==> src/sv/slt_pkg.sv <==
// Package with the operation and status codes of the slot table.
package slt_pkg;

   // Fixed field widths of the request and response words.
   localparam int MODE_BITS   = 2;
   localparam int POS_BITS    = 4;
   localparam int VALUE_W     = 32;
   localparam int STATUS_BITS = 2;
   localparam int TOTAL_BITS  = 5;

   // Operation codes carried by a request word.
   typedef enum logic [MODE_BITS-1:0] {
      MODE_INSERT = 2'd0,
      MODE_WRITE  = 2'd1,
      MODE_READ   = 2'd2,
      MODE_TAKE   = 2'd3
   } mode_type;

   // Status codes carried by a response word.
   typedef enum logic [STATUS_BITS-1:0] {
      ST_OK    = 2'd0,
      ST_EMPTY = 2'd1,
      ST_FULL  = 2'd2
   } status_type;

endpackage

==> src/sv/slt_first_free.sv <==
// Priority encoder that finds the lowest-numbered empty slot.
module slt_first_free
   import slt_pkg::*;
#(
   parameter int SLOTS    = 16,
   parameter int IDX_BITS = 4
) (
   input  logic [SLOTS-1:0]    occupied,
   output logic                found,
   output logic [IDX_BITS-1:0] free_idx
);

   // Scan from the top down so that the lowest empty slot wins.
   always_comb begin
      found    = 1'b0;
      free_idx = '0;
      for (int i = SLOTS - 1; i >= 0; i--) begin
         if (!occupied[i]) begin
            found    = 1'b1;
            free_idx = IDX_BITS'(i);
         end
      end
   end

endmodule

==> src/sv/slt_value_ram.sv <==
// Single-port value memory with registered read data.
module slt_value_ram
   import slt_pkg::*;
#(
   parameter int DEPTH     = 16,
   parameter int ADDR_BITS = 4,
   parameter int DATA_BITS = 32
) (
   input  logic                 clock,
   input  logic                 rd_en,
   input  logic                 wr_en,
   input  logic [ADDR_BITS-1:0] addr,
   input  logic [DATA_BITS-1:0] wr_data,
   output logic [DATA_BITS-1:0] rd_data
);

   logic [DATA_BITS-1:0] mem [DEPTH];
   logic [DATA_BITS-1:0] rd_data_ff;

   // Write the addressed entry; the read returns the old content.
   always_ff @(posedge clock) begin
      if (wr_en) begin
         mem[addr] <= wr_data;
      end
   end

   always_ff @(posedge clock) begin
      if (rd_en) begin
         rd_data_ff <= mem[addr];
      end
   end

   assign rd_data = rd_data_ff;

endmodule

==> src/sv/slot_table_first_free_core.sv <==
// Top level of the slot table with first-free insert.
//
//   Channel   Ports                                  Handshake
//   request   req_mode, req_position, req_value_in   start high and busy low
//   response  rsp_status, rsp_value_out,             rsp_valid for one cycle
//             rsp_slot_used, rsp_occupied_total
//
// A request word is taken in every cycle; busy is always low. The response
// appears in the cycle after the request, when the registered memory read and the
// decision registers are ready. Occupancy flags and the count update at the
// accept edge, so the next word sees them at once. Reset clears the occupancy
// flags and the count; the value memory needs no clearing.
// The receiver cannot stall, so no response is ever held.
module slot_table_first_free_core
   import slt_pkg::*;
#(
   parameter int SLOTS      = 16,
   parameter int VALUE_BITS = 32
) (
   input  logic                   clock,
   input  logic                   reset,
   input  logic                   start,
   output logic                   busy,
   input  logic [MODE_BITS-1:0]   req_mode,
   input  logic [POS_BITS-1:0]    req_position,
   input  logic [VALUE_W-1:0]     req_value_in,
   output logic                   rsp_valid,
   output logic [STATUS_BITS-1:0] rsp_status,
   output logic [VALUE_W-1:0]     rsp_value_out,
   output logic [POS_BITS-1:0]    rsp_slot_used,
   output logic [TOTAL_BITS-1:0]  rsp_occupied_total
);

   localparam int IDX_BITS = (SLOTS > 1) ? $clog2(SLOTS) : 1;
   localparam int CNT_BITS = $clog2(SLOTS + 1);

   logic                  accept;
   mode_type              mode;
   logic [8:0]            pos_ext;
   logic                  in_range;
   logic [IDX_BITS-1:0]   pos_addr;
   logic [63:0]           val_ext;
   logic [VALUE_BITS-1:0] val;
   logic                  val_nz;
   logic                  found;
   logic [IDX_BITS-1:0]   free_idx;
   logic [8:0]            free_ext;
   logic                  ins_store;
   logic                  wr_store;
   logic                  ram_wr_en;
   logic                  ram_rd_en;
   logic [IDX_BITS-1:0]   ram_addr;
   logic [VALUE_BITS-1:0] ram_rd_data;
   logic [63:0]           rd_ext;
   logic [8:0]            cnt_ext;

   logic [SLOTS-1:0]       occ_ff, occ_in;
   logic [CNT_BITS-1:0]    cnt_ff, cnt_in;
   logic                   rsp_valid_ff;
   status_type             status_ff, status_in;
   logic [POS_BITS-1:0]    slot_ff, slot_in;
   logic                   hit_ff, hit_in;

   assign busy   = 1'b0;
   assign accept = start && !busy;
   assign mode   = mode_type'(req_mode);

   // Position decode and value masking.
   assign pos_ext  = 9'(req_position);
   assign in_range = pos_ext < 9'(SLOTS);
   assign pos_addr = pos_ext[IDX_BITS-1:0];
   assign val_ext  = 64'(req_value_in);
   assign val      = val_ext[VALUE_BITS-1:0];
   assign val_nz   = val != '0;

   slt_first_free #(
      .SLOTS    (SLOTS),
      .IDX_BITS (IDX_BITS)
   ) u_first_free (
      .occupied (occ_ff),
      .found    (found),
      .free_idx (free_idx)
   );

   assign free_ext = 9'(free_idx);

   // Only non-zero values reach the memory; empty slots read as zero by flag.
   assign ins_store = (mode == MODE_INSERT) && found && val_nz;
   assign wr_store  = (mode == MODE_WRITE) && in_range && val_nz;
   assign ram_wr_en = accept && (ins_store || wr_store);
   assign ram_rd_en = accept;
   assign ram_addr  = (mode == MODE_INSERT) ? free_idx : pos_addr;

   slt_value_ram #(
      .DEPTH     (SLOTS),
      .ADDR_BITS (IDX_BITS),
      .DATA_BITS (VALUE_BITS)
   ) u_value_ram (
      .clock   (clock),
      .rd_en   (ram_rd_en),
      .wr_en   (ram_wr_en),
      .addr    (ram_addr),
      .wr_data (val),
      .rd_data (ram_rd_data)
   );

   // Decide the occupancy, count and response fields of one request.
   always_comb begin
      occ_in    = occ_ff;
      cnt_in    = cnt_ff;
      status_in = ST_OK;
      slot_in   = req_position;
      hit_in    = 1'b0;
      case (mode)
         MODE_INSERT: begin
            if (found) begin
               slot_in = free_ext[POS_BITS-1:0];
               if (val_nz) begin
                  occ_in[free_idx] = 1'b1;
                  cnt_in           = cnt_ff + CNT_BITS'(1);
               end
            end else begin
               slot_in   = '0;
               status_in = ST_FULL;
            end
         end
         MODE_WRITE: begin
            if (in_range) begin
               occ_in[pos_addr] = val_nz;
               if (occ_ff[pos_addr] && !val_nz) begin
                  cnt_in = cnt_ff - CNT_BITS'(1);
               end else if (!occ_ff[pos_addr] && val_nz) begin
                  cnt_in = cnt_ff + CNT_BITS'(1);
               end
            end
         end
         default: begin
            if (in_range && occ_ff[pos_addr]) begin
               hit_in = 1'b1;
               if (mode == MODE_TAKE) begin
                  occ_in[pos_addr] = 1'b0;
                  cnt_in           = cnt_ff - CNT_BITS'(1);
               end
            end else begin
               status_in = ST_EMPTY;
            end
         end
      endcase
   end

   // Table state and response valid.
   always_ff @(posedge clock) begin
      if (reset) begin
         occ_ff       <= '0;
         cnt_ff       <= '0;
         rsp_valid_ff <= 1'b0;
      end else begin
         rsp_valid_ff <= accept;
         if (accept) begin
            occ_ff <= occ_in;
            cnt_ff <= cnt_in;
         end
      end
   end

   // Response payload.
   always_ff @(posedge clock) begin
      if (accept) begin
         status_ff <= status_in;
         slot_ff   <= slot_in;
         hit_ff    <= hit_in;
      end
   end

   // Drive the response word.
   assign rd_ext             = 64'(ram_rd_data);
   assign cnt_ext            = 9'(cnt_ff);
   assign rsp_valid          = rsp_valid_ff;
   assign rsp_status         = status_ff;
   assign rsp_value_out      = hit_ff ? rd_ext[VALUE_W-1:0] : '0;
   assign rsp_slot_used      = slot_ff;
   assign rsp_occupied_total = cnt_ext[TOTAL_BITS-1:0];

endmodule

==> config.mk <==
export PLATFORM = sky130hd
export DESIGN_NAME = slot_table_first_free_core
export DESIGN_NICKNAME = d
export VERILOG_FILES = /design/src/sv/slt_pkg.sv /design/src/sv/slt_first_free.sv /design/src/sv/slt_value_ram.sv /design/src/sv/slot_table_first_free_core.sv
export SDC_FILE = /design/constraint.sdc
export NUM_CORES = 1
export LEC_CHECK = 0
export BUFFER_PORTS_ARGS = -buffer_cell sky130_fd_sc_hd__buf_2
export CAP_MARGIN = 20
export CORE_MARGIN = 3
export CORE_UTILIZATION = 55
export CTS_CLUSTER_SIZE = 24
export DETAILED_ROUTE_END_ITERATION = 8
export PLACE_DENSITY = 0.75
export SETUP_SLACK_MARGIN = 0.5
export SYNTH_ARGS = -nofsm -noshare
export SYNTH_HDL_FRONTEND = slang
export SYNTH_SLANG_ARGS = --single-unit
==> constraint.sdc <==
create_clock -name clock -period 3.5 [get_ports clock]
set_clock_uncertainty 0.1 [all_clocks]
set_input_delay 0.35 -clock clock [delete_from_list [all_inputs] [get_ports clock]]
set_output_delay 0.35 -clock clock [all_outputs]
set_load 0.02 [all_outputs]
==> impl_metrics.csv, run 1 <==
group,metric,value,unit
synthesis,synth_top_cell_area_share,72.38,%
die,io_pins,86,
placement,dp_hpwl,32780,um
setup_path,cpMostUsedCell,"buf_4",
setup_path,path_class,"register to register",
synthesis,synth_edf_count,551,
clock_network,numCtsBuffers,55,
power,p_per_area,544.4,nW/um2
die,row_count,74,
die,core,40920,um2
route,dr.pass1.iters,5,
setup_path,max_stage_delay,440,ps
die,start_util,55.85,%
route,final_antenna_net_count,0,
global_routing,grt_pass1_wl,85420,um
layout,area_growth,16.41,%
clock_network,ctsRootBufferMaster,"clkbuf_16",
power,irDropWorstVdd,0.4774,mV
route,drc,0,
synthesis,ys_seq_area_share,74.31,%
synthesis,synth_area_per_cell,15.05,um2
synthesis,synth_ff_type,"edfxtp_1",
flow_run,cap_viol_max_count,0,
layout,drive_gt1_share,21.62,%
layout,final_cell_mix,"551 x edfxtp_1, 172 x nand2_1, 127 x mux2i_1",
placement,place_ws,185.1,ps
synthesis,synth_area_leader_cell,"edfxtp_1",
sta,max_freq,0.3390,GHz
power,p_leak,9.047,nW
layout,layout_commonest_cell,"edfxtp_1",
synthesis,synthesis.nets,1562,
synthesis,synthTopCellsByArea,"edfxtp_1 72%, mux2i_1 5.6%, nand2_1 2.8%, dfxtp_1 1.9%, a21oi_1 1.8%",
clock_network,cts_buffer_depth,3,
global_routing,grt.total_usage,25.81,%
sta,finalSetupTns,0,ps
synthesis,yosys_register_bits,573,
worst_hold_path,hold_path_depth,1,
layout,num-fill-cells,2815,
setup_path,slowest_stage,"a2111oi_2",
route,totalWireLength,56880,um
sta,rsz0062_at_grt,"no",
die,dieArea,44040,um2
placement,io_buffers,84,
setup_path,worstPathRequired,3710,ps
sta,hold_viol_final,0,
die,die_w,209.9,um
sta,setup_slack,550.2,ps
clock_network,clock-sinks,573,
synthesis,synth_cells,1519,
synthesis,async_flop_share,0,%
setup_path,start_kind,"register",
setup_path,cp.arrival,3160,ps
clock_network,clkLatencyLatePin,610,ps
route,vias,13960,
sta,maxSlewHeadroom,40.48,%
clock_network,cts_tree,"done",
synthesis,synth.distinct_cells,62,
sta,setup_violations,0,
clock_network,clkSlewWorstSetupHoldPaths,70,ps
sta,fin_crit_sh,84.28,%
sta,hold_slack,32.07,ps
sta,period_minus_slack,2950,ps
die,die_height,209.9,um
power,power,14.49,mW
global_routing,grt_overflow,0,
route,wire_per_inst,25.22,um
global_routing,grt_max_degree,45,
layout,fin_nets,1718,
sta,maxSlewViolCount,0,
setup_path,cp_max_fo,12,
route,first_iter_violations,1702,
setup_path,endpoint_kind,"register",
global_routing,grt_antenna_before_repair,4,
sta,worst_slew_pin_slew,892.8,ps
route,via_per_inst,6.190,
run_status,status,"completed",
placement,gp_congestion,0.8561,
setup_path,rr_worst_depth,10,
worst_hold_path,hold_path.class,"primary input to register",
global_routing,grt_pass1_vias,13700,
clock_network,h-tree-depth,2,
synthesis,syn-cell-area,22860,um2
setup_path,path_cells,"nand3_1, a211oi_1, buf_4, o21a_4, buf_12, buf_4, mux2i_1, o22ai_1, a2111oi_2, o211ai_1",
synthesis,yosysWarnings,0,
==> per-layer routing <==
| layer | up-vias | GRT usage, % | share of wire (%) |
|---|---|---|---|
| met4 | 6 | 8.453 | 2.8 |
| met2 | 693 | 40.93 | 47 |
| met5 | - | 0 | 0.063 |
| met1 | 6949 | 35.92 | 40 |
| li1 | 6201 | - | - |
| met3 | 110 | 5.934 | 9.7 |
==> sequential cells by signal, indices dropped and copies added (netlist names) <==
register	flops
u_value_ram.mem	512
u_value_ram.rd_data	32
occ_ff	16
rsp_occupied_total	5
rsp_slot_used	4
rsp_status	2
hit_ff	1
rsp_valid	1
==> worst max-delay path, delay by kind of cell (launching register included) <==
kind / cells / cell delay (ps)
AND/OR/NAND/NOR: 1 / 140
buffers and inverters: 3 / 550
AO/OA/AOI/OAI: 5 / 1190
multiplexers: 1 / 220
flip-flops: 1 / 410
==> Yosys cell counts (22+ instances only) <==
library cell / number
buf_2: 25
nor2_1: 97
clkbuf_1: 47
o211ai_1: 29
o22ai_1: 64
nand2_1: 172
and2_1: 35
dfxtp_1: 22
mux2i_1: 127
a2111oi_1: 28
a21oi_1: 82
edfxtp_1: 551
o21ai_0: 25
a21oi_2: 32
or4_1: 30
==> power by group <==
part / total (mW) / internal, mW / switching, mW
Combinational: 1.08 / 0.375 / 0.707
Sequential: 7.70 / 7.65 / 0.0563
Clock: 5.70 / 3.21 / 2.49
==> repair_timing <==
action,4_1_cts,5_1_grt
resized for setup,9,35
buffers inserted,0,6
cloned,0,2
pin swaps,0,5
setup endpoints to repair,199,263
hold buffers,4,0
endpoints found under the hold margin,22,0
==> final cells by class <==
class                   count  area [um2]  share of cell area [%]
flip-flops and latches    573       17000                   63.90
multi-input cells         848        5685                   21.37
repair buffers            187        1475                   5.544
clock buffers              63        1428                   5.365
well taps                 532       665.6                   2.502
clock inverters            40       304.0                   1.143
inverters                  10       42.54                  0.1599
diodes                      2       5.005                 0.01881
==> logic make-up (layout without fill, tap and decap cells) <==
kind of cell | count (synthesis) | in the layout | share of synthesized area, %
XOR/XNOR | 5 | 5 | 0.1916
AO/OA/AOI/OAI | 301 | 301 | 9.054
buffers and inverters | 99 | 300 | 1.992
adder cells (fa/ha/maj) | 2 | 2 | 0.1095
other | 1 | 3 | 0.01641
flip-flops | 573 | 573 | 74.31
AND/OR/NAND/NOR | 405 | 406 | 8.271
multiplexers | 133 | 133 | 6.054
==> metrics by stage <==
stage | cell area [um2] | util [%] | std cells
2_1_floorplan | 22950 | - | 1519
3_3_place_gp | 24610 | 60.14 | 2138
3_5_place_dp | 24610 | 60.14 | 2138
4_1_cts | 26420 | 64.55 | 2245
5_1_grt | 26600 | 65.01 | 2253
6_report | 26610 | 65.02 | 2255
==> final timing paths <==
kind / slack, ps / end / startpoint
hold / removal: 30 / u_value_ram.mem[7][23] / req_value_in[23]
setup reg to reg: 550 / u_value_ram.rd_data[8] / occ_ff[3]
setup / recovery: 550 / u_value_ram.rd_data[8] / occ_ff[3]
hold reg to reg: 420 / rsp_occupied_total[4] / rsp_occupied_total[4]
Power figures use the tool's default switching activity.
==> run 2: changes to the inputs <==
Settings changed: PLACE_DENSITY 0.75 to 0.72.
Clock period 3.5 ns to 2.8 ns, I/O delays scaled along.
==> impl_metrics.csv, run 2 (synthesis gave the netlist of run 1 again) <==
group,metric,value,unit
power,p_per_area,620.5,nW/um2
sta,hold_slack,26.98,ps
die,die_w,209.9,um
power,p_clk_share,39.1,%
die,row_count,74,
setup_path,start_kind,"register",
clock_network,ctsRootBufferMaster,"clkbuf_16",
power,switchingPower,4.495,mW
route,drc,0,
sta,fin_crit_sh,102.8,%
layout,fin_nets,1966,
placement,io_buffers,84,
sta,setup_violations,7,
global_routing,grt_pass1_vias,15590,
power,irDropWorstVdd,0.5097,mV
setup_path,path_class,"register to register",
flow_run,cap_viol_max_count,0,
die,io_pins,86,
setup_path,rr_worst_depth,12,
route,final_antenna_net_count,0,
run_status,violations,"setup timing",
clock_network,cts_tree,"done",
worst_hold_path,hold_path_depth,2,
placement,placed_area,25920,um2
layout,final_cell_mix,"551 x edfxtp_1, 171 x buf_4, 161 x nand2_1",
clock_network,numCtsBuffers,55,
layout,diodes,0,
sta,setup_slack,-79.22,ps
placement,place_ws,-485.8,ps
layout,area_growth,35.37,%
die,start_util,55.85,%
setup_path,r2r-start,"occ_ff[14]",
clock_network,clock-sinks,573,
setup_path,cp.arrival,3200,ps
global_routing,grt_max_degree,42,
sta,period_minus_slack,2879,ps
clock_network,clkLatencyLatePin,610,ps
layout,postLayoutCellArea,30940,um2
power,swShare,23.41,%
placement,dp_hpwl,37480,um
sta,hold_viol_final,0,
route,via_per_inst,6.452,
setup_path,reg2reg_slack,-80,ps
clock_network,clkSlewWorstSetupHoldPaths,60,ps
layout,drive_gt1_share,36.01,%
die,dieArea,44040,um2
route,first_iter_violations,1898,
setup_path,worstPathRequired,3120,ps
power,power_frac_seq,50.1,%
setup_path,r2r_end,"u_value_ram.rd_data[31]",
route,wire_per_inst,28.79,um
sta,max_freq,0.3473,GHz
power,p_leak,10.84,nW
layout,largest-register,"u_value_ram.mem",
sta,maxSlewHeadroom,48.97,%
die,core,40920,um2
worst_hold_path,hold_start,"reset",
layout,num-fill-cells,2158,
worst_hold_path,hold_path.class,"primary input to register",
sta,finalSetupTns,-128.6,ps
sta,maxSlewViolCount,0,
route,vias,16140,
route,totalWireLength,72010,um
power,combPwrFrac,10.8,%
die,die_height,209.9,um
worst_hold_path,holdPathEnd,"rsp_occupied_total[4]",
setup_path,cp_max_fo,8,
sta,worst_slew_pin_slew,765.5,ps
global_routing,grt_antenna_before_repair,0,
setup_path,endpoint_kind,"register",
route,dr.pass1.iters,6,
layout,final_util,75.61,%
global_routing,grt_overflow,0,
global_routing,grt.total_usage,29.77,%
clock_network,cts_buffer_depth,3,
global_routing,grt_pass1_wl,97620,um
clock_network,h-tree-depth,2,
layout,layout_commonest_cell,"edfxtp_1",
layout,largest_reg_flops,512,
run_status,status,"complete, but fails checks",
power,internal-power,14.71,mW
placement,gp_congestion,0.8810,
sta,rsz0062_at_grt,"yes",
-- run 2: worst max path at each step --
stage,start,endpoint,slack (ps),cells after the start
3_5_place_dp,occ_ff[3],u_value_ram.rd_data[13],-490,10
3_3_place_gp,req_value_in[1],rsp_occupied_total[4],-450,12
4_1_cts,occ_ff[5],u_value_ram.rd_data[8],70,12
6_report,occ_ff[14],u_value_ram.rd_data[31],-80,12
5_1_grt,occ_ff[14],u_value_ram.rd_data[31],-70,12
2_1_floorplan,req_mode[0],u_value_ram.mem[0][0],180,10
-- run 2: per-layer routing --
metal / wire, um / global-route usage [%] / vias to the layer above
li1: - / - / 6710
met2: 34470 / 47.49 / 1170
met5: 0 / 0 / -
met1: 26110 / 40.64 / 7997
met4: 3347 / 11.41 / 0
met3: 8082 / 6.502 / 259
-- run 2: power by group through the flow --
stage	Clock (mW)	Sequential (mW)	Combinational (mW)
6_report	7.50	9.62	2.07
3_5_place_dp	0	9.80	1.51
4_1_cts	7.47	9.62	1.80
3_3_place_gp	0	9.79	1.47
5_1_grt	7.86	9.63	2.16
2_1_floorplan	0	9.80	0.805
-- run 2: layout make-up --
type | instances | area [um2] | area share, %
tap | 532 | 665.6 | 2.151
clock inverter | 38 | 374.1 | 1.209
timing repair buffer | 430 | 4735 | 15.30
multi-input combinational | 853 | 6684 | 21.60
inverter | 10 | 47.55 | 0.1537
sequential | 573 | 17020 | 55.01
clock buffer | 65 | 1414 | 4.569
-- run 2: metrics by stage --
stage                     instances  total power [mW]
final                          2501             19.20
after global routing           2501             19.64
after CTS                      2449             18.89
after detailed placement       2255             11.31
after global placement         2254             11.27
after floorplan                1519             10.60
-- run 2: what timing repair did --
action	4_1_cts	5_1_grt
hold buffers	17	0
buffers inserted	63	37
gates resized for setup	157	141
gates cloned	11	15
endpoints found under the hold margin	257	0
pin swaps	71	54
endpoints found under the setup margin	586	585
-- run 2: critical path, stage by stage, from the launching register on --
cell,delay [ps]
dfxtp_4,390
nand4_1,160
or3_4,400
a31oi_4,170
inv_2,60
or2_4,250
buf_12,140
or2_4,310
buf_12,160
buf_16,150
a21oi_2,160
a2111oi_2,70
o211ai_1,150
==> run 3: changes to the inputs <==
Settings changed: ABC_AREA from default to 1, CORE_UTILIZATION 55 to 50, PLACE_DENSITY 0.72 to 0.66.
==> impl_metrics.csv, run 3 <==
group,metric,value,unit
run_status,status,"completed",
setup_path,cp_top_family,"simple AND/OR/NAND/NOR gates",
setup_path,start_kind,"register",
die,start_util,51.06,%
setup_path,cp_max_fo,8,
global_routing,grt_max_degree,109,
setup_path,path_class,"register to register",
sta,setup_violations,0,
synthesis,async_flop_share,0,%
route,via_per_inst,5.726,
route,final_antenna_net_count,0,
route,first_iter_violations,2466,
layout,fin_nets,2863,
die,dieArea,53130,um2
sta,hold_viol_final,0,
layout,final_util,66.21,%
placement,place_ws,-102.3,ps
sta,maxSlewViolCount,0,
die,io_pins,86,
synthesis,synth.distinct_cells,38,
placement,placedCellCount,3282,
layout,layout_commonest_cell,"nand2_1",
setup_path,slowest_stage,"dfxtp_2",
synthesis,syn-cell-area,25200,um2
clock_network,clkSlewWorstSetupHoldPaths,60,ps
die,row_count,81,
setup_path,cp.arrival,3060,ps
layout,largest-register,"u_value_ram.mem",
worst_hold_path,holdPathEnd,"u_value_ram.mem[13][19]",
route,route.met2.wl,38830,um
power,power,19.58,mW
die,die_w,230.5,um
setup_path,max_stage_delay,320,ps
power,p_leak,13.79,nW
setup_path,endpoint_kind,"register",
synthesis,yosysWarnings,0,
placement,gp_congestion,0.8853,
route,totalWireLength,81100,um
die,core,49360,um2
layout,largest_reg_flops,512,
worst_hold_path,hold_path.class,"primary input to register",
synthesis,synth_cells,2546,
setup_path,r2r_end,"u_value_ram.rd_data[15]",
setup_path,path_buf_inv,5,
clock_network,clock-sinks,573,
placement,dp_hpwl,39870,um
global_routing,grt_antenna_before_repair,0,
global_routing,grt_pass1_vias,18880,
sta,max_freq,0.3598,GHz
synthesis,synth_edf_count,551,
global_routing,grt.total_usage,28.32,%
route,met3_length,8075,um
synthesis,synthTopCellsByArea,"edfxtp_1 66%, nand2_1 18%, nand3_1 5.5%, dfxtp_1 1.7%, inv_1 1.7%",
synthesis,synth_area_leader_cell,"edfxtp_1",
die,die_height,230.5,um
clock_network,ctsRootBufferMaster,"clkbuf_16",
layout,area_growth,29.68,%
setup_path,rr_worst_depth,27,
route,vias,20220,
layout,drive_gt1_share,20.72,%
global_routing,grt_pass1_wl,114300,um
power,p_per_area,599.1,nW/um2
setup_path,worstPathRequired,3080,ps
layout,final_cell_mix,"1148 x nand2_1, 551 x edfxtp_1, 248 x nand3_1",
route,met1Wirelength,31170,um
power,irDropWorstVdd,0.5748,mV
sta,fin_crit_sh,99.27,%
clock_network,cts_buffer_depth,3,
setup_path,r2r-start,"occ_ff[15]",
synthesis,ys_seq_area_share,67.40,%
synthesis,synth_area_per_cell,9.898,um2
setup_path,reg2reg_slack,20,ps
sta,finalSetupTns,0,ps
synthesis,yosys_register_bits,573,
synthesis,synthesis.nets,2589,
synthesis,synthTopCellsByCount,"1223 x nand2_1, 551 x edfxtp_1, 276 x nand3_1",
synthesis,synth_ff_type,"edfxtp_1",
sta,maxSlewHeadroom,45.83,%
flow_run,cap_viol_max_count,0,
sta,period_minus_slack,2779,ps
synthesis,synth_top_cell_area_share,65.66,%
worst_hold_path,hold_path_depth,2,
route,drc,0,
global_routing,grt_overflow,0,
layout,diodes,0,
clock_network,h-tree-depth,2,
worst_hold_path,hold_start,"req_value_in[19]",
route,highest_layer,"met4",
clock_network,clkLatencyLatePin,640,ps
sta,setup_slack,20.56,ps
sta,rsz0062_at_grt,"yes",
clock_network,numCtsBuffers,59,
route,wire_per_inst,22.97,um
clock_network,cts_tree,"done",
synthesis,yosysMostFrequentCell,"nand2_1",
setup_path,cp_num_cells,27,
placement,io_buffers,84,
sta,worst_slew_pin_slew,812.6,ps
layout,final_cells,3531,
route,dr.pass1.iters,6,
setup_path,cpMostUsedCell,"nand2_1",
==> run 3: what timing repair did <==
action,CTS,global route
pin swaps,26,54
setup endpoints to repair,544,566
resized for setup,84,121
hold endpoints to repair,377,0
setup buffers,42,12
cloned,29,30
hold buffers,28,0
==> run 3: metal layers <==
metal,vias up,global-route usage (%)
met4,0,9.977
met3,209,4.726
met1,9800,37.91
li1,9009,-
met5,-,0
met2,1200,47.09
==> run 3: worst reg2reg max path: stages (launching register included) <==
cell and delay, ps:
dfxtp_2 320, inv_2 50, nand2_1 40, nand2_1 60
nand2_2 60, nand2_1 60, nand2_1 40, nand2_1 50
nand2_1 50, nand2_1 60, nand2_1 50, nand2_1 50
nand2_1 40, nand2_1 60, nand2_2 60, nand2_2 100
nand3_4 140, buf_8 190, clkbuf_16 200, clkbuf_16 200
nand3_1 70, nand2_1 70, nand2_1 50, nand2_1 70
nand2_1 80, nand2_1 90, inv_2 60, nand2_2 60
==> run 3: stage by stage <==
stage / cell area, um2 / hold slack [ps]
5_1_grt: 32680 / 22.24
6_report: 32680 / 17.59
3_5_place_dp: 27770 / 394.3
4_1_cts: 31450 / 2.212
2_1_floorplan: 25490 / 250.6
3_3_place_gp: 27770 / 383.8
==> run 3: kinds of logic (layout without fill, tap and decap cells) <==
group,Yosys count,count (layout),synth area share [%]
other,1,1,0.01488
XOR/XNOR,5,5,0.1738
AO/OA/AOI/OAI,91,91,2.274
flip-flops,573,573,67.40
AND/OR/NAND/NOR,1585,1586,25.25
buffers and inverters,289,609,4.786
adder cells (fa/ha/maj),2,2,0.09928
==> run 3: where the power goes <==
| part | internal, mW | switching, mW |
|---|---|---|
| logic | 0.893 | 1.52 |
| registers | 9.57 | 0.0695 |
| clock network | 4.22 | 3.30 |
| total | 14.7 | 4.89 |
==> run 3: cell type report <==
cell class,count,area [um2]
timing repair buffer,353,4743
clock buffer,84,1592
multi-input combinational,1685,7727
sequential,573,17000
fill,3597,16680
clock inverter,24,207.7
tap,664,830.8
inverter,148,580.6
==> run 3: how the worst max path moves through the flow <==
stage	startpoint	to	slack [ps]
3_3_place_gp	req_value_in[9]	rsp_occupied_total[2]	-120
4_1_cts	occ_ff[15]	u_value_ram.rd_data[18]	170
5_1_grt	occ_ff[15]	u_value_ram.rd_data[15]	-160
2_1_floorplan	occ_ff[6]	u_value_ram.mem[10][0]	150
3_5_place_dp	req_value_in[9]	u_value_ram.mem[3][10]	-100
6_report	occ_ff[15]	u_value_ram.rd_data[15]	20
